--- config.mk ---
export PLATFORM = sky130hd
export DESIGN_NAME = sit_ctrl
export DESIGN_NICKNAME = d
export VERILOG_FILES = /design/src/rtl/sit_pkg.sv /design/src/rtl/sit_ctrl.sv
export SDC_FILE = /design/constraint.sdc
export NUM_CORES = 1
export LEC_CHECK = 0
export ABC_CLOCK_PERIOD_IN_PS = 10010
export BUFFER_PORTS_ARGS = -buffer_cell sky130_fd_sc_hd__buf_2
export CELL_PAD_IN_SITES_DETAIL_PLACEMENT = 0
export CELL_PAD_IN_SITES_GLOBAL_PLACEMENT = 1
export CORE_AREA = 3 3 198 200
export DETAILED_ROUTE_END_ITERATION = 16
export DIE_AREA = 0 0 201 203
export PLACE_DENSITY_LB_ADDON = 0.1
export SYNTH_ARGS = -nofsm -noshare
export SYNTH_HDL_FRONTEND = slang
export SYNTH_SLANG_ARGS = --single-unit
--- constraint.sdc ---
create_clock -name clock -period 10.01 [get_ports clock]
set_input_delay 2.002 -clock clock [delete_from_list [all_inputs] [get_ports clock]]
set_output_delay 2.002 -clock clock [all_outputs]
set_load 0.005 [all_outputs]
--- src/rtl/sit_pkg.sv ---
// shared types, codes and defaults for the sorted interval table
`timescale 1ns / 1ps

package sit_pkg;

   // default sizes
   localparam int SIT_ENTRIES   = 64;
   localparam int SIT_ADDR_BITS = 20;
   localparam int SIT_ID_BITS   = 16;

   // fixed result field widths
   localparam int SIT_STATUS_W = 2;
   localparam int SIT_INDEX_W  = 6;
   localparam int SIT_CMD_W    = 2;

   // command codes
   localparam logic [SIT_CMD_W-1:0] CMD_INSERT  = 2'd0;
   localparam logic [SIT_CMD_W-1:0] CMD_CONTAIN = 2'd1;
   localparam logic [SIT_CMD_W-1:0] CMD_LOWER   = 2'd2;
   localparam logic [SIT_CMD_W-1:0] CMD_SPARE   = 2'd3;

   // status codes
   localparam logic [SIT_STATUS_W-1:0] ST_OK     = 2'd0;
   localparam logic [SIT_STATUS_W-1:0] ST_REJECT = 2'd1;
   localparam logic [SIT_STATUS_W-1:0] ST_FULL   = 2'd2;
   localparam logic [SIT_STATUS_W-1:0] ST_NONE   = 2'd3;

   // per-cell compare results against the captured query
   typedef struct packed {
      logic gt;      // cell start above query address
      logic eq;      // cell start equals query address
      logic hit;     // end known and query address below cell end
      logic lt_end;  // cell start below the insert end
   } sit_flag_type;

   // commands broadcast from the controller to every cell
   typedef struct packed {
      logic capture; // latch compare flags from the request ports
      logic insert;  // shift up above the insert point, load new entry there
   } sit_cell_ctl_type;

endpackage

--- src/rtl/sit_ctrl.sv ---
// request handshake, binary search over cell flags, result register
`timescale 1ns / 1ps

module sit_ctrl #(
   parameter int ENTRIES   = sit_pkg::SIT_ENTRIES,
   parameter int ADDR_BITS = sit_pkg::SIT_ADDR_BITS,
   parameter int ID_BITS   = sit_pkg::SIT_ID_BITS
) (
   input  logic                              clock,
   input  logic                              reset,
   input  logic                              req_valid,
   output logic                              req_ready,
   input  logic [sit_pkg::SIT_CMD_W-1:0]     req_command,
   input  logic [ADDR_BITS-1:0]              req_address,
   input  logic [ADDR_BITS-1:0]              req_end_address,
   input  logic                              req_end_is_known,
   input  logic [ID_BITS-1:0]                req_block_id,
   output logic                              rsp_valid,
   input  logic                              rsp_ready,
   output logic [sit_pkg::SIT_STATUS_W-1:0]  rsp_status,
   output logic [sit_pkg::SIT_INDEX_W-1:0]   rsp_entry_index,
   output logic [ADDR_BITS-1:0]              rsp_entry_start,
   output logic [ADDR_BITS-1:0]              rsp_entry_end,
   output logic                              rsp_entry_end_known,
   output logic [ID_BITS-1:0]                rsp_entry_id,
   input  sit_pkg::sit_flag_type             cell_flags [ENTRIES],
   input  logic [ADDR_BITS-1:0]              rd_start,
   input  logic [ADDR_BITS-1:0]              rd_end,
   input  logic                              rd_known,
   input  logic [ID_BITS-1:0]                rd_id,
   output logic [$clog2(ENTRIES)-1:0]        sel_idx,
   output sit_pkg::sit_cell_ctl_type         cell_ctl,
   output logic [ADDR_BITS-1:0]              new_start,
   output logic [ADDR_BITS-1:0]              new_end,
   output logic                              new_known,
   output logic [ID_BITS-1:0]                new_id
);
   import sit_pkg::*;

   localparam int IDX_W = $clog2(ENTRIES);
   localparam int CNT_W = IDX_W + 1;
   localparam logic [CNT_W-1:0] FULL_COUNT = CNT_W'(ENTRIES);

   typedef enum logic [2:0] {
      S_IDLE = 3'b001,
      S_SRCH = 3'b010,
      S_SEL  = 3'b100
   } sit_state_type;

   sit_state_type state_ff, state_in;

   logic [SIT_CMD_W-1:0] cmd_ff, cmd_in;
   logic [ADDR_BITS-1:0] addr_ff, addr_in;
   logic [ADDR_BITS-1:0] end_ff, end_in;
   logic                 known_ff, known_in;
   logic [ID_BITS-1:0]   id_ff, id_in;
   logic [CNT_W-1:0]     count_ff, count_in;
   logic [CNT_W-1:0]     lo_ff, lo_in;
   logic [CNT_W-1:0]     hi_ff, hi_in;
   logic [CNT_W-1:0]     sel_ff, sel_in;
   logic                 exit_ff, exit_in;

   logic                    rsp_valid_ff, rsp_valid_in;
   logic [SIT_STATUS_W-1:0] status_ff, status_in;
   logic [SIT_INDEX_W-1:0]  index_ff, index_in;
   logic [ADDR_BITS-1:0]    rstart_ff, rstart_in;
   logic [ADDR_BITS-1:0]    rend_ff, rend_in;
   logic                    rknown_ff, rknown_in;
   logic [ID_BITS-1:0]      rid_ff, rid_in;

   logic                 accept;
   logic                 slot_free;
   logic [CNT_W:0]       mid_sum;
   logic [CNT_W-1:0]     mid_cnt;
   logic [IDX_W-1:0]     mid;
   sit_flag_type         mid_flags;
   logic [CNT_W+5:0]     sel_ext;
   logic                 do_insert;

   assign req_ready = (state_ff == S_IDLE);
   assign accept    = req_valid && req_ready;
   assign slot_free = !rsp_valid_ff || rsp_ready;

   // midpoint of the current search window
   assign mid_sum   = {1'b0, lo_ff} + {1'b0, hi_ff};
   assign mid_cnt   = mid_sum[CNT_W:1];
   assign mid       = mid_cnt[IDX_W-1:0];
   assign mid_flags = cell_flags[mid];

   assign sel_idx = sel_ff[IDX_W-1:0];
   assign sel_ext = (CNT_W + 6)'(sel_ff);

   // sequencer: capture, search one step a cycle, then select and deliver
   always_comb begin
      state_in     = state_ff;
      cmd_in       = cmd_ff;
      addr_in      = addr_ff;
      end_in       = end_ff;
      known_in     = known_ff;
      id_in        = id_ff;
      count_in     = count_ff;
      lo_in        = lo_ff;
      hi_in        = hi_ff;
      sel_in       = sel_ff;
      exit_in      = exit_ff;
      rsp_valid_in = rsp_valid_ff && !rsp_ready;
      status_in    = status_ff;
      index_in     = index_ff;
      rstart_in    = rstart_ff;
      rend_in      = rend_ff;
      rknown_in    = rknown_ff;
      rid_in       = rid_ff;
      do_insert    = 1'b0;

      unique case (state_ff)
         S_IDLE: begin
            if (accept) begin
               cmd_in   = req_command;
               addr_in  = req_address;
               end_in   = req_end_address;
               known_in = req_end_is_known;
               id_in    = req_block_id;
               lo_in    = '0;
               hi_in    = count_ff;
               exit_in  = 1'b0;
               state_in = S_SRCH;
            end
         end
         S_SRCH: begin
            if (lo_ff >= hi_ff || cmd_ff == CMD_SPARE) begin
               sel_in   = (cmd_ff == CMD_CONTAIN) ? lo_ff - CNT_W'(1) : hi_ff;
               state_in = S_SEL;
            end else if (mid_flags.gt) begin
               hi_in = mid_cnt;
            end else if (mid_flags.eq ||
                         (cmd_ff == CMD_CONTAIN && mid_flags.hit)) begin
               exit_in  = 1'b1;
               sel_in   = mid_cnt;
               state_in = S_SEL;
            end else begin
               lo_in = mid_cnt + CNT_W'(1);
            end
         end
         S_SEL: begin
            if (slot_free) begin
               status_in    = ST_NONE;
               index_in     = '0;
               rstart_in    = '0;
               rend_in      = '0;
               rknown_in    = 1'b0;
               rid_in       = '0;
               rsp_valid_in = 1'b1;
               state_in     = S_IDLE;
               case (cmd_ff)
                  CMD_INSERT: begin
                     index_in = sel_ext[SIT_INDEX_W-1:0];
                     if (exit_ff) begin
                        status_in = ST_REJECT;
                     end else if (sel_ff < count_ff && cell_flags[sel_idx].lt_end) begin
                        status_in = ST_REJECT;
                     end else if (count_ff == FULL_COUNT) begin
                        status_in = ST_FULL;
                     end else begin
                        status_in = ST_OK;
                        rstart_in = addr_ff;
                        rend_in   = end_ff;
                        rknown_in = known_ff;
                        rid_in    = id_ff;
                        do_insert = 1'b1;
                        count_in  = count_ff + CNT_W'(1);
                     end
                  end
                  CMD_CONTAIN, CMD_LOWER: begin
                     if (exit_ff ||
                         (cmd_ff == CMD_CONTAIN && lo_ff != '0) ||
                         (cmd_ff == CMD_LOWER && sel_ff < count_ff)) begin
                        status_in = ST_OK;
                        index_in  = sel_ext[SIT_INDEX_W-1:0];
                        rstart_in = rd_start;
                        rend_in   = rd_end;
                        rknown_in = rd_known;
                        rid_in    = rd_id;
                     end
                  end
                  default: begin
                     status_in = ST_NONE;
                  end
               endcase
            end
         end
         default: begin
            state_in = S_IDLE;
         end
      endcase
   end

   always_ff @(posedge clock) begin
      if (reset) begin
         state_ff     <= S_IDLE;
         count_ff     <= '0;
         rsp_valid_ff <= 1'b0;
         exit_ff      <= 1'b0;
         lo_ff        <= '0;
         hi_ff        <= '0;
      end else begin
         state_ff     <= state_in;
         count_ff     <= count_in;
         rsp_valid_ff <= rsp_valid_in;
         exit_ff      <= exit_in;
         lo_ff        <= lo_in;
         hi_ff        <= hi_in;
      end
   end

   // query and result payload
   always_ff @(posedge clock) begin
      cmd_ff    <= cmd_in;
      addr_ff   <= addr_in;
      end_ff    <= end_in;
      known_ff  <= known_in;
      id_ff     <= id_in;
      sel_ff    <= sel_in;
      status_ff <= status_in;
      index_ff  <= index_in;
      rstart_ff <= rstart_in;
      rend_ff   <= rend_in;
      rknown_ff <= rknown_in;
      rid_ff    <= rid_in;
   end

   assign cell_ctl.capture = accept;
   assign cell_ctl.insert  = do_insert;
   assign new_start = addr_ff;
   assign new_end   = end_ff;
   assign new_known = known_ff;
   assign new_id    = id_ff;

   assign rsp_valid           = rsp_valid_ff;
   assign rsp_status          = status_ff;
   assign rsp_entry_index     = index_ff;
   assign rsp_entry_start     = rstart_ff;
   assign rsp_entry_end       = rend_ff;
   assign rsp_entry_end_known = rknown_ff;
   assign rsp_entry_id        = rid_ff;

`ifndef SYNTHESIS
   // table never holds more than its capacity
   a_count_bound: assert property (@(posedge clock) disable iff (reset)
      count_ff <= FULL_COUNT)
      else $error("entry count above capacity");

   // an insert only happens with room left and bumps the count by one
   a_insert_count: assert property (@(posedge clock) disable iff (reset)
      do_insert |=> (count_ff == $past(count_ff) + CNT_W'(1)) && ($past(count_ff) < FULL_COUNT))
      else $error("insert count update wrong");

   // search window stays well formed
   a_window: assert property (@(posedge clock) disable iff (reset)
      (state_ff == S_SRCH) |-> (lo_ff <= hi_ff) && (hi_ff <= count_ff))
      else $error("search window inverted");

   // a result beat appears only out of the select step
   a_rsp_source: assert property (@(posedge clock) disable iff (reset)
      $rose(rsp_valid_ff) |-> $past(state_ff == S_SEL))
      else $error("result beat without select step");
`endif

endmodule

# After elaboration in Yosys (flattened, before gate mapping)
# Cells that the tools add are included.
op_classes:
  magnitude_cmp: 4
  n_eq_ne: 17
  reduce_logical: 26
  bitwise: 5
  mux: 65
  n_addsub: 4
ops:
  columns: ["cell", "n"]
  rows:
  - ["$mux 20", 8]
  - ["$pmux 20 s2", 2]
  - ["$mux 7", 11]
  - ["$mux 16", 4]
  - ["$bmux 4 s6", 2]
  - ["$pmux 16 s2", 1]
  - ["$pmux 7 s2", 2]
  - ["$mux 1", 18]
  - ["$mux 3", 5]
  - ["$add 7x1->7 const B", 2]
  - ["$ge 7x7->1 const B", 2]
  - ["$not 6->7", 2]
  - ["$ne 2x2->1 const B", 6]
  - ["$pmux 6 s2", 1]
  - ["$reduce_and 5->1", 2]
  - ["$pmux 3 s3", 1]
  - ["$add 7x7->8", 1]
  - ["$mux 2", 4]
  - ["$mux 4", 2]
  - ["$reduce_and 4->1", 2]
  - ["$eq 7x7->1 const B", 1]
  - ["$ge 7x7->1", 1]
  - ["$lt 7x7->1", 1]
  - ["$reduce_bool 7->1", 1]
  - ["21 further kinds", 39]
word_totals:
  reg_bits: 157
  out_inout_bits: 132
  input_bits: 376

# Longest topological paths before layout
logic_depth:
  ltp_word: 11
  mapped_depth: 14

# Least setup slack after synthesis
# OpenSTA, ideal clock, no wires.
synth_path:
  path_type: "input to output"
  start: "input rsp_ready"
  end: "output cell_ctl[0] (netlist bit)"
  setup_slack_ns: 2.005
  path_buffers: 1
  t_arrival_ns: 6.003
  cell_stages: 5
  path_cell_list: "nor2b_1 nor2_1 or4bb_1 nor2_1 buf_4"
synth_between:
  elab_chain_len: 3
synth_lines:
  columns: ["element", "line_no", "source"]
  rows:
  - ["from (decl)", "sit_ctrl.sv:19", "input logic rsp_ready,"]
  - ["$logic_or 1x1->1", "sit_ctrl.sv:82", "assign slot_free = !rsp_valid_ff || rsp_ready;"]
  - ["$mux 1", "sit_ctrl.sv:145", "if (slot_free) begin"]
  - ["$mux 1", "sit_ctrl.sv:115", "unique case (state_ff)"]
  - ["to (decl)", "sit_ctrl.sv:32", "output sit_pkg::sit_cell_ctl_type cell_ctl,"]
# No other way between the ends.

==> flow_summary_export.csv <==
group,metric,value,unit
outcome,run_status,"finished clean",
power,ir_drop,0.0960,mV
critical_path,reg2reg_setup_slack,4920,ps
clocking,clock_path_buffers,2,
die,die-height,203,µm
sta,timing.final.max_slew_violations,0,
sta,report.final.setup_viol,0,
power,power.share.combinational,19.4,%
clocking,post_cts.resized_instances,0,
power,leakage,5.62,nW
final_layout,layout.filler_cells,3911,
global_route,antenna_found_initial,9,
routing,route.vias.total,8970,
clocking,cts_setup_buffers,0,
power,seq_power_share,43.2,%
die,core_area,37600,µm²
power,power_density,135,nW/µm²
clocking,h-tree-depth,4,
die,floorplan.rows,71,
routing,post-route-drc-count,0,
synth,synth_area_per_cell,11.7,µm²
clocking,numCtsBuffers,17,
synth,ys_ff_latch,157,
die,floorplan.die_area,40800,µm²
routing,routed_wire_length_per_instance,22.0,µm
hold_path,worst_hold_path_type,"flip-flop to flip-flop",
synth,synth_edf_count,131,
global_route,grt_max_degree,67,
global_route,global_route_wire_length_before_repair,58900,µm
die,initial_core_util,25.9,%
global_route,global_route.usage.total,18.9,%
final_layout,finish.utilization,35.5,%
placement,placedCellCount,1795,
flow_run,maxCapViolCount,0,
final_layout,finalNetCount,1710,
die,number_of_i_o_pins,508,
critical_path,cp.required,8010,ps
routing,initialDrtViolationCount,423,
sta,fmaxAchievable,156,MHz
placement,port_buf_inserts,507,
final_layout,seqCellArea,4450,µm²
power,power.total,1.80,mW
routing,dr.pass1.iters,5,
sta,finalSetupTns,0,ps
global_route,globalRouteOverflowTotal,0,
power,netSwitchingFraction,27.9,%
routing,route.antenna.remaining_nets,0,
die,die_width,201,µm
synth,synthCells,830,
critical_path,ws_path_type,"input pin to primary output",
sta,worst_slew_pin_tran,1200,ps
clocking,cts.hold.buffers_added,0,
synth,synth_nets,1237,
critical_path,critPathArrivalTime,4410,ps
clocking,clock_latency,430,ps
power,power_report.internal_total,1.30,mW
placement,post_dp_cell_area,12700,µm²
placement,place.detailed.hpwl,31600,µm
final_layout,layout_cells_sized_above_1,47.3,%
synth,yosys.cell_types.count,82,
sta,finalCriticalPeriod,6420,ps
routing,drt_wl_total,40300,µm
clocking,clkTransAtPathRegs,60,ps
final_layout,syn2layout_area_growth,37.0,%
sta,grt_setup_unrepaired,"no",
sta,fin_worst_skew,22.8,ps
clocking,cts_tree,"built",
final_layout,multi_input_comb_area,4890,µm²
power,power_switching,501,µW
synth,synth.yosys.seq_area_share,45.7,%
critical_path,critPathCaptureType,"primary output",
critical_path,cp_max_fo,7,
sta,final-hold-violation-count,0,
synth,synthArstFlopShare,0,%
power,p_clk_share,37.3,%
critical_path,timing.critical_path.from_type,"input pin",
synth,synth.yosys.warnings,0,
sta,min_period_over_period,64.1,%
synth,synthFlopType,"edfxtp_1",
routing,detail_route.vias_per_cell,4.90,
final_layout,layoutNonFillerInstCount,1832,
clocking,cts_sinks,157,
sta,maxSlewHeadroom,19.9,%
final_layout,non_filler_cell_area_final,13300,µm²
clocking,cts_root_buf,"clkbuf_16",
placement,finalWeightedCongestion,0.817,
global_route,via_count_of_the_first_global_routing_pass,9309,
synth,post_synth_instance_area,9740,µm²
==> synthesized netlist by cell type (13+ instances only) <==
master,number,area share (%)
edfxtp_1,131,40
a22o_1,59,5.3
nand2_1,45,1.7
nor2_1,45,1.7
mux2i_1,41,4.2
mux4_2,39,9.0
clkbuf_1,33,1.3
ha_1,30,3.9
and3_1,28,1.8
dfxtp_1,26,5.3
o21ai_0,26,1.3
inv_1,24,0.92
a21oi_1,22,1.1
a211oi_1,18,1.4
buf_2,17,0.87
nand3_1,16,0.82
buf_4,14,1.1
nor3_1,13,0.67
==> cell type report <==
type	instances	share of cell area (%)
Clock inverter	14	1.31
Antenna cell	6	0.112
Inverter	27	0.759
Multi-Input combinational cell	578	36.6
Clock buffer	17	3.19
Sequential cell	157	33.4
Tap cell	511	4.79
Timing Repair Buffer	522	19.9
==> power by group through the flow <==
| stage | Clock [mW] | Sequential [mW] | Combinational [mW] |
|---|---|---|---|
| 3_3_place_gp | 0 | 0.792 | 0.354 |
| 4_1_cts | 0.691 | 0.778 | 0.356 |
| 5_1_grt | 0.720 | 0.782 | 0.383 |
| 2_1_floorplan | 0 | 0.790 | 0.183 |
| 3_5_place_dp | 0 | 0.792 | 0.354 |
| 6_report | 0.671 | 0.777 | 0.349 |
==> worst max-delay path, stage by stage <==
cell	delay, ps
buf_2	110
mux4_2	480
mux4_2	480
mux2_2	280
a21oi_1	210
a211oi_2	110
nor2_1	510
buf_2	230
==> final timing paths <==
| path | startpoint | endpoint | depth (start not counted) |
|---|---|---|---|
| max | cell_flags[96] | cell_ctl[0] | 8 |
| min | rsp_valid | rsp_valid | 2 |
| max reg2reg | lo_ff[2] | sel_ff[3] | 12 |
| min reg2reg | rsp_valid | rsp_valid | 2 |
==> placed cells by master (no fill, tap or decap), drive strengths merged, types with 10 or more instances in the layout <==
| cell | count |
|---|---|
| buf | 522 |
| edfxtp | 131 |
| a22o | 59 |
| nand2 | 47 |
| nor2 | 45 |
| mux2i | 41 |
| mux4 | 39 |
| inv | 33 |
| ha | 30 |
| o21ai | 30 |
| and3 | 28 |
| dfxtp | 26 |
| a21oi | 22 |
| a211oi | 19 |
| clkbuf | 17 |
| nand3 | 16 |
| nor3b | 15 |
| nor3 | 14 |
| xnor2 | 12 |
| nand4 | 10 |
| a2111oi | 10 |
==> cells by family after synthesis <==
| family | count (synthesis) | synth area share [%] |
|---|---|---|
| adder cells (fa/ha/maj) | 31 | 4.06 |
| flip-flops | 157 | 45.7 |
| buffers and inverters | 95 | 4.57 |
| AO/OA/AOI/OAI | 230 | 18.2 |
| AND/OR/NAND/NOR | 212 | 11.8 |
| XOR/XNOR | 16 | 1.44 |
| multiplexers | 89 | 14.3 |
==> layer usage <==
layer	track usage [%]	share of wire, %	up-vias
met4	5.95	2.5	4
met2	33.9	51	365
met3	4.30	6.1	49
li1	-	-	4277
met1	22.4	40	4275
met5	0	0.035	-
==> sequential cells by signal, indices dropped and copies added (netlist names), 2 cells and up <==
signal and count:
cmd_ff 2, sel_ff 7, rsp_status 2, count_ff 7
hi_ff 7, state_ff 3, rsp_entry_index 6, new_id 16
rsp_entry_start 20, rsp_entry_id 16, new_end 20, rsp_entry_end 20
lo_ff 7, new_start 20
==> per-stage QoR <==
stage	hold slack (ps)	worst slack [ps]
floorplan	470	2000
global placement	480	3620
detailed placement	480	3580
CTS	492	3570
global route	508	3460
finish	489	3590
Note: power is estimated with default switching activity, not from simulation.
