## src/rtl/sit_pkg.sv

```systemverilog
// shared types, codes and defaults for the sorted interval table
`timescale 1ns / 1ps

package sit_pkg;

   // default sizes
   localparam int SIT_ENTRIES   = 64;
   localparam int SIT_ADDR_BITS = 20;
   localparam int SIT_ID_BITS   = 16;

   // fixed result field widths
   localparam int SIT_STATUS_W = 2;
   localparam int SIT_INDEX_W  = 6;
   localparam int SIT_CMD_W    = 2;

   // command codes
   localparam logic [SIT_CMD_W-1:0] CMD_INSERT  = 2'd0;
   localparam logic [SIT_CMD_W-1:0] CMD_CONTAIN = 2'd1;
   localparam logic [SIT_CMD_W-1:0] CMD_LOWER   = 2'd2;
   localparam logic [SIT_CMD_W-1:0] CMD_SPARE   = 2'd3;

   // status codes
   localparam logic [SIT_STATUS_W-1:0] ST_OK     = 2'd0;
   localparam logic [SIT_STATUS_W-1:0] ST_REJECT = 2'd1;
   localparam logic [SIT_STATUS_W-1:0] ST_FULL   = 2'd2;
   localparam logic [SIT_STATUS_W-1:0] ST_NONE   = 2'd3;

   // per-cell compare results against the captured query
   typedef struct packed {
      logic gt;      // cell start above query address
      logic eq;      // cell start equals query address
      logic hit;     // end known and query address below cell end
      logic lt_end;  // cell start below the insert end
   } sit_flag_type;

   // commands broadcast from the controller to every cell
   typedef struct packed {
      logic capture; // latch compare flags from the request ports
      logic insert;  // shift up above the insert point, load new entry there
   } sit_cell_ctl_type;

endpackage

```

## src/rtl/sit_cell.sv

```systemverilog
// one table entry: storage, compare flags and shift from the lower neighbor
`timescale 1ns / 1ps

module sit_cell #(
   parameter int ENTRIES   = sit_pkg::SIT_ENTRIES,
   parameter int ADDR_BITS = sit_pkg::SIT_ADDR_BITS,
   parameter int ID_BITS   = sit_pkg::SIT_ID_BITS,
   parameter int INDEX     = 0
) (
   input  logic                        clock,
   input  sit_pkg::sit_cell_ctl_type   ctl,
   input  logic [$clog2(ENTRIES)-1:0]  ins_pos,
   input  logic [ADDR_BITS-1:0]        cmp_addr,
   input  logic [ADDR_BITS-1:0]        cmp_end,
   input  logic [ADDR_BITS-1:0]        new_start,
   input  logic [ADDR_BITS-1:0]        new_end,
   input  logic                        new_known,
   input  logic [ID_BITS-1:0]          new_id,
   input  logic [ADDR_BITS-1:0]        left_start,
   input  logic [ADDR_BITS-1:0]        left_end,
   input  logic                        left_known,
   input  logic [ID_BITS-1:0]          left_id,
   output logic [ADDR_BITS-1:0]        cell_start,
   output logic [ADDR_BITS-1:0]        cell_end,
   output logic                        cell_known,
   output logic [ID_BITS-1:0]          cell_id,
   output sit_pkg::sit_flag_type       cell_flags
);
   import sit_pkg::*;

   localparam int IDX_W = $clog2(ENTRIES);
   localparam logic [IDX_W-1:0] MY_IDX = IDX_W'(INDEX);

   logic [ADDR_BITS-1:0] start_ff, start_in;
   logic [ADDR_BITS-1:0] end_ff, end_in;
   logic                 known_ff, known_in;
   logic [ID_BITS-1:0]   id_ff, id_in;
   sit_flag_type         flags_ff, flags_in;

   // entry update: new entry at the insert point, neighbor above it
   always_comb begin
      start_in = start_ff;
      end_in   = end_ff;
      known_in = known_ff;
      id_in    = id_ff;
      if (ctl.insert) begin
         if (MY_IDX == ins_pos) begin
            start_in = new_start;
            end_in   = new_end;
            known_in = new_known;
            id_in    = new_id;
         end else if (MY_IDX > ins_pos) begin
            start_in = left_start;
            end_in   = left_end;
            known_in = left_known;
            id_in    = left_id;
         end
      end
   end

   // compare flags against the incoming request
   always_comb begin
      flags_in = flags_ff;
      if (ctl.capture) begin
         flags_in.gt     = start_ff > cmp_addr;
         flags_in.eq     = start_ff == cmp_addr;
         flags_in.hit    = known_ff && (cmp_addr < end_ff);
         flags_in.lt_end = start_ff < cmp_end;
      end
   end

   always_ff @(posedge clock) begin
      start_ff <= start_in;
      end_ff   <= end_in;
      known_ff <= known_in;
      id_ff    <= id_in;
      flags_ff <= flags_in;
   end

   assign cell_start = start_ff;
   assign cell_end   = end_ff;
   assign cell_known = known_ff;
   assign cell_id    = id_ff;
   assign cell_flags = flags_ff;

endmodule

```

## config.mk

```make
export PLATFORM = sky130hd
export DESIGN_NAME = sit_cell
export DESIGN_NICKNAME = d
export VERILOG_FILES = /design/src/rtl/sit_pkg.sv /design/src/rtl/sit_cell.sv
export SDC_FILE = /design/constraint.sdc
export NUM_CORES = 1
export LEC_CHECK = 0
export BUFFER_PORTS_ARGS = -buffer_cell sky130_fd_sc_hd__clkbuf_2
export CAP_MARGIN = 20
export CORE_AREA = 2 2 95 97
export DETAILED_ROUTE_END_ITERATION = 10
export DIE_AREA = 0 0 97 99
export PLACE_DENSITY = 0.95
export SLEW_MARGIN = 5
export SYNTH_ARGS = -nofsm -noshare
export SYNTH_HDL_FRONTEND = slang
export SYNTH_SLANG_ARGS = --single-unit
```

## constraint.sdc

```tcl
create_clock -name clock -period 7.5 [get_ports clock]
set_clock_uncertainty 0.2 [all_clocks]
set_input_delay 0.375 -clock clock [delete_from_list [all_inputs] [get_ports clock]]
set_output_delay 0.375 -clock clock [all_outputs]
set_load 0.02 [all_outputs]
```

Word-level counts from Yosys, hierarchy flattened
Cells that the tools add are included.
Widths: inputs -> output; s select.

word-level totals
  register bits = 61
  input port bits = 163
  output and inout port bits = 61

operators by class
  order comparisons = 4
  eq/ne operators = 1
  multiplexer cells = 8
  reductions and logical operators = 4

operators by type and width
  kind                count
  $mux 20             4
  $lt 20x20->1        2
  $mux 16             2
  $eq 20x20->1        1
  $gt 20x20->1        1
  $gt 1x6->1 const A  1
  $logic_not 6->1     1
  $mux 1              2
  $reduce_and 2->1    1
  $reduce_bool 2->1   1
  $logic_and 1x1->1   1

Depth between registers and ports, before layout
Gate-level depths: netlist of the first run.

  depth after elaboration = 3
  depth in mapped cells = 7

Least setup slack after synthesis of the first run
OpenSTA, ideal clock, no wires.

  kind = input -> register
  start = input port ins_pos[5]
  end = register end_ff[0], in the netlist cell_end[0], enable pin
  setup time = 0.421 ns
  arrival time = 2.086 ns
  path slack = 4.793 ns
  cell stages on the path = 2
  path buffers = 0
  cell sequence = nor4_2 > and3_1

between the ends
  cells in the longest elaborated chain, start to end = 3
  elaborated cells between the ends (all ways) = 4
  those cells by class = order compare (1); reduce/logical (3)

ends and longest elaborated chain
  element                                               RTL line                        source
  start: declaration                                    sit_cell.sv:12                  input logic [$clog2(ENTRIES)-1:0] ins_pos,
  $gt 1x6->1 / $logic_not 6->1 (equally long branches)  sit_cell.sv:52, sit_cell.sv:47
  $reduce_bool 2->1 (no line) *                         --
  $reduce_and 2->1 (no line) *                          --
  end signal: assignment                                sit_cell.sv:74                  end_ff <= end_in;
  end: declaration                                      sit_cell.sv:35                  logic [ADDR_BITS-1:0] end_ff, end_in;

Mark *: on every way between the ends. The rest lies on a longest branch, timed or not.
A chain may end at the register's enable or synchronous reset.

Final worst setup path of the first run
  start = register start_ff[19], in the netlist cell_start[19]
  end = register flags_ff (netlist bit cell_flags[3]) (data pin)

between the ends
  cells in the longest elaborated chain, start to end = 1

ends and longest elaborated chain
  element                   RTL line        source
  start: declaration        sit_cell.sv:34  logic [ADDR_BITS-1:0] start_ff, start_in;
  start signal: assignment  sit_cell.sv:73  start_ff <= start_in;
  $gt 20x20->1              sit_cell.sv:65  flags_in.gt = start_ff > cmp_addr;
  end signal: assignment    sit_cell.sv:77  flags_ff <= flags_in;
  end: declaration          sit_cell.sv:38  sit_flag_type flags_ff, flags_in;

Every way passes these cells.

==> results of run 1 <==
==> routing by layer <==
layer | vias to the layer above | global-route usage | routed length, um
li1 | 1662 | - | -
met1 | 1580 | 0.262 | 4220
met2 | 142 | 0.429 | 6140
met3 | 17 | 0.0461 | 659
met4 | 0 | 0.0845 | 211
met5 | - | 0 | 0
==> kinds of logic after synthesis <==
group           synth area share
flops                      0.446
fa+ha+maj                  0.177
mux                        0.184
compound gates            0.0706
buf+inv                   0.0682
simple gates              0.0551
==> state kept, by name, summed over array words and instances (netlist names) <==
register	count
cell_start	20
cell_known	1
cell_id	16
cell_end	20
cell_flags	4
==> worst max path at each step <==
stage | cells after the start | to | slack, ns | start
global placement | 4 | cell_end[10]$_DFFE_PP_ | 5.00 | ins_pos[5]
finish | 6 | cell_flags[3]$_DFFE_PP_ | 5.15 | cell_start[19]$_DFFE_PP_
detailed placement | 4 | cell_end[19]$_DFFE_PP_ | 4.89 | ins_pos[5]
global route | 6 | cell_flags[3]$_DFFE_PP_ | 4.88 | cell_start[19]$_DFFE_PP_
CTS | 6 | cell_flags[3]$_DFFE_PP_ | 5.13 | cell_start[19]$_DFFE_PP_
floorplan | 2 | cell_end[0]$_DFFE_PP_ | 4.79 | ins_pos[5]
==> cell usage in the layout, fill, tap and decap left out, drive strengths merged, types with 6 or more instances in the layout <==
cell    synthesis  routed
clkbuf          0     234
inv            60      60
a21oi          17      17
nand2           9       9
nand4          10      10
mux2           57      57
a21o           11      11
ha             58      58
edfxtp         61      61
o21ai           6       6
nor2            9       9
==> cell type report <==
type	instances	area [sq um]	area share
inverters	60	225	0.0406
clock inverters	5	98.8	0.0178
clock buffers	11	131	0.0237
repair buffers	224	1120	0.202
multi-input cells	204	2010	0.361
flip-flops and latches	61	1830	0.330
well taps	108	135	0.0243
==> power groups by stage <==
stage / Clock [uW] / Sequential [uW] / Combinational [uW]
floorplan: 0 / 392 / 54.0
global route: 368 / 380 / 132
finish: 353 / 380 / 118
detailed placement: 0 / 388 / 118
CTS: 356 / 380 / 119
global placement: 0 / 388 / 112
==> per-stage QoR <==
step	setup slack, ns	total power, uW	cell area (sq um)	utilization
6_report	5.15	852	5550	0.649
4_1_cts	5.13	855	5550	0.649
3_5_place_dp	4.89	506	5320	0.622
3_3_place_gp	5.00	500	5320	0.622
2_1_floorplan	4.79	445	4110	-
5_1_grt	4.88	880	5550	0.649
==> Flow_metrics.wiki, run 1 <==
{| class="wikitable"
! Metric !! Value
|-
| Final Hold Vio Count || 0
|-
| Element type at the critical path end || flip-flop
|-
| Switch share || 0.218
|-
| Max Cap Viol || 0
|-
| Number of post-CTS setup repair buffers || 0
|-
| Number of instances on the worst hold path || 1
|-
| Normalized max-slew margin || 0.380
|-
| Worst setup slack for register-to-register paths || 5.15 ns
|-
| Cell count after synthesis || 331
|-
| Post-synth ARST share || 0
|-
| Reg2Reg Capture Point || cell_flags[3]$_DFFE_PP_
|-
| Power per cell area || 153 nW/um^2
|-
| Final weighted congestion in routability-driven placement || just over 0.8
|-
| Antenna violations before repair || 0
|-
| Hold Path Class || in2reg
|-
| Pin count of the biggest net entering global routing || 58
|-
| Cell count of the worst reg-to-reg path || 6
|-
| Average routed wire per standard cell || ~17 um
|-
| Worst hold path startpoint || ctl[1]
|-
| Maximum ir drop on the vdd rail || roughly 110 uV
|-
| Register bit total from synthesis || 61
|-
| Layout net count || 781
|-
| Remaining number of nets flagged by the antenna check after routing || 0
|-
| Cts bufs inserted || 9
|-
| Rows || 34
|-
| Post-route clock period utilization || 0.313
|-
| Crit path launch type || flip-flop
|-
| Share of the synthesized area in the top cell type || 0.446
|-
| Clock insertion delay at the later pin of the skew report || 0.34 ns
|-
| Total buffers and inverters traversed by the critical path || 1
|-
| Register area share after synthesis || 0.446
|-
| Final setup TNS || 0 ns
|-
| Critical path start-end classification || reg2reg
|-
| Clk pwr share || 0.415
|-
| First-pass GRT wire length || 17.5 mm
|-
| Mean number of vias per cell || 5.05
|-
| Leading cell types by total area after synthesis || edfxtp_1 45%, ha_1 18%, mux2_4 11%, mux2_2 7.4%, inv_1 5.5%
|-
| Register share of total power || 0.446
|-
| H-Tree Depth || 3
|-
| Hold buffers post-CTS || 0
|-
| Net Sw Power || approximately 190 uW
|-
| FMAX || 0.426 GHz
|-
| R2r startpoint || cell_start[19]$_DFFE_PP_
|-
| Most used standard cells in the synthesized netlist || 61 x edfxtp_1, 60 x inv_1, 58 x ha_1
|-
| Count of pins on the block boundary || 224
|-
| Total GRT Usage || 0.231
|-
| Number of fillers in the final layout || 667
|-
| Max-slew violation count || 0
|-
| Total setup violations reported at the end of the flow || 0
|-
| Total vias in the final route || 3401
|-
| Clock buffer depth || 2
|-
| Final WL || 11.2 mm
|-
| Fraction of layout cells with a size suffix above 1 || 0.526
|-
| WP data required || 7.37 ns
|-
| Die area || 9600 sq um
|-
| Final critical path time including I/O delays and setup || 2.35 ns
|-
| Post-synthesis net count || 552
|-
| Critical Path AT || between 2 and 2.5 ns
|-
| Die outline width || 97 um
|-
| Cell family with the largest share of critical-path delay || simple AND/OR/NAND/NOR gates
|-
| Count of buffers inserted at the top-level ports || between 200 and 250
|-
| Number of gates given a new drive strength after cts || 0
|-
| Status || completed
|-
| Cell-by-cell listing of the critical path || ha_1 -> nand4_1 -> nor4_1 -> inv_1 -> nor3_1 -> a31oi_1
|-
| Clock tree from TritonCTS || done
|-
| Final Non-Filler Cells || approximately 670
|-
| Largest area contributor in the synthesized netlist || edfxtp_1
|-
| Measured slew at the worst slew-check pin || 0.930 ns
|-
| P_int || 667 uW
|-
| Overflow left after global routing || 0
|-
| DRC viols || 0
|-
| Initial core utilization || 0.481
|-
| Final worst hold slack || 0.108 ns
|-
| Number of global-route vias before repair || approximately 3.7k
|-
| Cell variety after synth || 27
|-
| Top flip-flop cell by instance count after synthesis || edfxtp_1
|-
| Stage delay of the slowest cell on the critical path || 0.49 ns
|-
| Antenna diode instance count || 0
|-
| Combinational share of power || 0.139
|-
| Average size of a mapped cell || between 10 and 15 sq um
|-
| Final HPWL from detailed placement || 9.36 mm
|-
| Warning count from the yosys run || 0
|-
| Register clock-pin slew on the reported worst setup and hold paths || 0.06 ns
|-
| CP max-delay cell || edfxtp_1
|-
| Die Y-Extent || a little under 100 um
|-
| Netlist area before placement || 4110 sq um
|-
| Static Leak || 0.00298 uW
|-
| CTS Root Buffer Type || clkbuf_8
|-
| P&R area growth vs syn || 35.1%
|-
| Pre-antenna DRT Iters || 4
|-
| Number of violations reported at the end of detailed-routing iteration 0 || 154
|-
| Instance count after placement with tap cells included || roughly 660
|-
| Most frequent cell after synthesis || edfxtp_1
|-
| Core area || 8550 sq um
|-
| EDFF count, synth || 61
|-
| Clock sink total || 61
|-
| Worst hold path endpoint || cell_flags[0]$_DFFE_PP_
|-
| Critical path fanouts, max || 3
|-
| RSZ-0062 raised after global routing || false
|}
No activity file was read; power rests on OpenSTA's default activity.
==> inputs of run 2 (changes only) <==
--- a/config.mk
+++ b/config.mk
@@ -7,10 +7,10 @@
 export LEC_CHECK = 0
 export BUFFER_PORTS_ARGS = -buffer_cell sky130_fd_sc_hd__clkbuf_2
 export CAP_MARGIN = 20
-export CORE_AREA = 2 2 95 97
+export CORE_AREA = 2 2 98 100
 export DETAILED_ROUTE_END_ITERATION = 10
-export DIE_AREA = 0 0 97 99
-export PLACE_DENSITY = 0.95
+export DIE_AREA = 0 0 100 102
+export PLACE_DENSITY = 0.93
 export SLEW_MARGIN = 5
 export SYNTH_ARGS = -nofsm -noshare
 export SYNTH_HDL_FRONTEND = slang
==> constraint.sdc (replaced) <==
create_clock -name clock -period 2.36 [get_ports clock]
set_clock_uncertainty 0.2 [all_clocks]
set_input_delay 0.118 -clock clock [delete_from_list [all_inputs] [get_ports clock]]
set_output_delay 0.118 -clock clock [all_outputs]
set_load 0.02 [all_outputs]
==> Flow_metrics.wiki, run 2 (synthesized netlist as in run 1, its figures left out) <==
{| class="wikitable"
! Metric !! Value
|-
| Instance area after placement || 5360 sq um (+0.68%)
|-
| Core area || 9110 sq um (+6.5%)
|-
| Max-slew violation count || 0 (unchanged)
|-
| Average routed wire per standard cell || 18.3 um (+9.7%)
|-
| Status || completed
|-
| Static Leak || 0.00347 uW (+16%)
|-
| Clock tree from TritonCTS || done
|-
| P&R area growth vs syn || 64.0%
|-
| Measured slew at the worst slew-check pin || 0.457 ns (-0.474 ns)
|-
| Critical path start-end classification || reg2reg
|-
| Die outline width || 100 um (+3.1%)
|-
| Final weighted congestion in routability-driven placement || 0.921 (+12%)
|-
| WP data required || 2.23 ns (-5.14 ns)
|-
| Initial core utilization || 0.451 (-0.0294)
|-
| RSZ-0062 raised after global routing || false
|-
| Final WL || 14.5 mm (+29%)
|-
| Final setup TNS || 0 ns (unchanged)
|-
| Cell family with the largest share of critical-path delay || simple AND/OR/NAND/NOR gates
|-
| Stage delay of the slowest cell on the critical path || 0.43 ns (-0.06 ns)
|-
| H-Tree Depth || 3 (unchanged)
|-
| Hold Path Class || in2reg
|-
| Max Cap Viol || 0 (unchanged)
|-
| Crit path launch type || flip-flop
|-
| Cts bufs inserted || 9 (unchanged)
|-
| Pre-antenna DRT Iters || 5 (+1)
|-
| Rows || 35 (+2.9%)
|-
| Layout net count || 897 (+15%)
|-
| Number of fillers in the final layout || 576 (-14%)
|-
| Count of pins on the block boundary || 224 (unchanged)
|-
| Critical path fanouts, max || 3 (unchanged)
|-
| Number of gates given a new drive strength after cts || 0 (unchanged)
|-
| Power per cell area || 428 nW/um^2 (+180%)
|-
| DRC viols || 0 (unchanged)
|-
| FMAX || 0.452 GHz (+6.0%)
|-
| Mean number of vias per cell || 5.15 (+2.0%)
|-
| Area used by sequential logic in the layout || 1830 sq um (unchanged)
|-
| Clock insertion delay at the later pin of the skew report || 0.33 ns (about the same)
|-
| Post-route clock period utilization || 0.938 (+0.625)
|-
| Final critical path time including I/O delays and setup || 2.21 ns (-0.133 ns)
|-
| Total vias in the final route || 4082 (+20%)
|-
| Most frequent cells in the layout || 223 x clkbuf_2, 115 x dlygate4sd3_1, 61 x edfxtp_1, 60 x inv_1, 58 x ha_1
|-
| Antenna diode instance count || 0 (unchanged)
|-
| Total buffers and inverters traversed by the critical path || 1 (unchanged)
|-
| Critical Path AT || 2.08 ns (-0.14 ns)
|-
| CTS Root Buffer Type || clkbuf_8
|-
| Register clock-pin slew on the reported worst setup and hold paths || 0.08 ns (+0.02 ns)
|-
| Post-route cell area || 6740 sq um (+21%)
|-
| Final HPWL from detailed placement || 9.41 mm (+0.61%)
|-
| Final Non-Filler Cells || 792 (+18%)
|-
| Overflow left after global routing || 0 (unchanged)
|-
| Antenna violations before repair || 0 (unchanged)
|-
| Number of violations reported at the end of detailed-routing iteration 0 || 186 (+21%)
|-
| Clock sink total || 61 (unchanged)
|-
| First-pass GRT wire length || 22.0 mm (+26%)
|-
| Number of global-route vias before repair || 4659 (+27%)
|-
| Area taken by multi-input logic gates || 2010 sq um (unchanged)
|-
| Instance count after placement with tap cells included || 661 (+0.61%)
|-
| Cell-by-cell listing of the critical path || ha_1 -> nand4_1 -> nor4_1 -> inv_1 -> nor3_1 -> a31oi_1
|-
| Die Y-Extent || 102 um (+3.0%)
|-
| Most common library cell in the layout ignoring fill and taps || clkbuf_2
|-
| Die area || 10200 sq um (+6.2%)
|-
| Count of buffers inserted at the top-level ports || 223 (unchanged)
|-
| Clock buffer depth || 2 (unchanged)
|-
| Final Hold Vio Count || 0 (unchanged)
|-
| Total setup violations reported at the end of the flow || 0 (unchanged)
|-
| CP max-delay cell || edfxtp_1
|-
| Normalized max-slew margin || 0.693 (+0.313)
|-
| Maximum ir drop on the vdd rail || 383 uV (+250%)
|-
| Remaining number of nets flagged by the antenna check after routing || 0 (unchanged)
|-
| Fraction of layout cells with a size suffix above 1 || 0.436 (-0.0895)
|-
| Pin count of the biggest net entering global routing || 58 (unchanged)
|-
| Element type at the critical path end || flip-flop
|-
| Total GRT Usage || 0.282 (+0.0518)
|}
[run 2: cell count changes in the layout (fill, tap and decap cells not counted), sizes merged]
cell / change
buf: +1
clkbuf: -1
clkinv: +1
dlygate4sd3: +115
[run 2: tightest hold or removal path, cell delays in order]
cell and delay, ns:
clkbuf_2 0.11, ha_1 0.15, nand3b_1 0.12, a211oi_1 0.06
[run 2: worst paths after layout]
check,depth (start not counted),slack (ns),start,to
worst max register to register,6,0.15,cell_start[18]$_DFFE_PP_,cell_flags[3]$_DFFE_PP_
worst min register to register,2,0.59,cell_known$_DFFE_PP_,cell_flags[1]$_DFFE_PP_
worst max-delay path,6,0.15,cell_start[18]$_DFFE_PP_,cell_flags[3]$_DFFE_PP_
worst min-delay path,4,0.21,cmp_addr[19],cell_flags[1]$_DFFE_PP_
[run 2: cell type report]
class	instances	area share
sequential	61	0.272
timing repair buffer	340	0.342
clock buffer	10	0.0189
multi-input combinational	204	0.298
clock inverter	6	0.0150
tap	111	0.0206
inverter	60	0.0334
[run 2: per-stage QoR]
stage | total power [uW] | hold slack (ns) | setup slack (ns) | utilization
floorplan | 1420 | 0.0305 | 0.269 | -
global placement | 1590 | 0.186 | 0.289 | 0.588
detailed placement | 1610 | 0.203 | 0.197 | 0.588
CTS | 2870 | 0.199 | 0.174 | 0.740
global route | 2990 | 0.201 | 0.00642 | 0.740
finish | 2890 | 0.208 | 0.147 | 0.740
[run 2: power by group]
group	leakage [uW]	switching, uW	internal, uW
registers	0.000553	5.18	1200
clock network	0.000113	427	693
logic	0.00281	210	349
[run 2: what timing repair did]
| item | CTS | global route |
|---|---|---|
| hold buffers | 115 | 0 |
| setup buffers | 0 | 0 |
| endpoints found under the hold margin | 61 | 0 |
[run 2: metal layers]
metal | vias to the layer above | global-route usage | routed length [um]
met5 | - | 0 | 0
met4 | 0 | 0.187 | 912
met3 | 76 | 0.0609 | 823
met2 | 213 | 0.536 | 7790
met1 | 1898 | 0.276 | 4970
li1 | 1895 | - | -
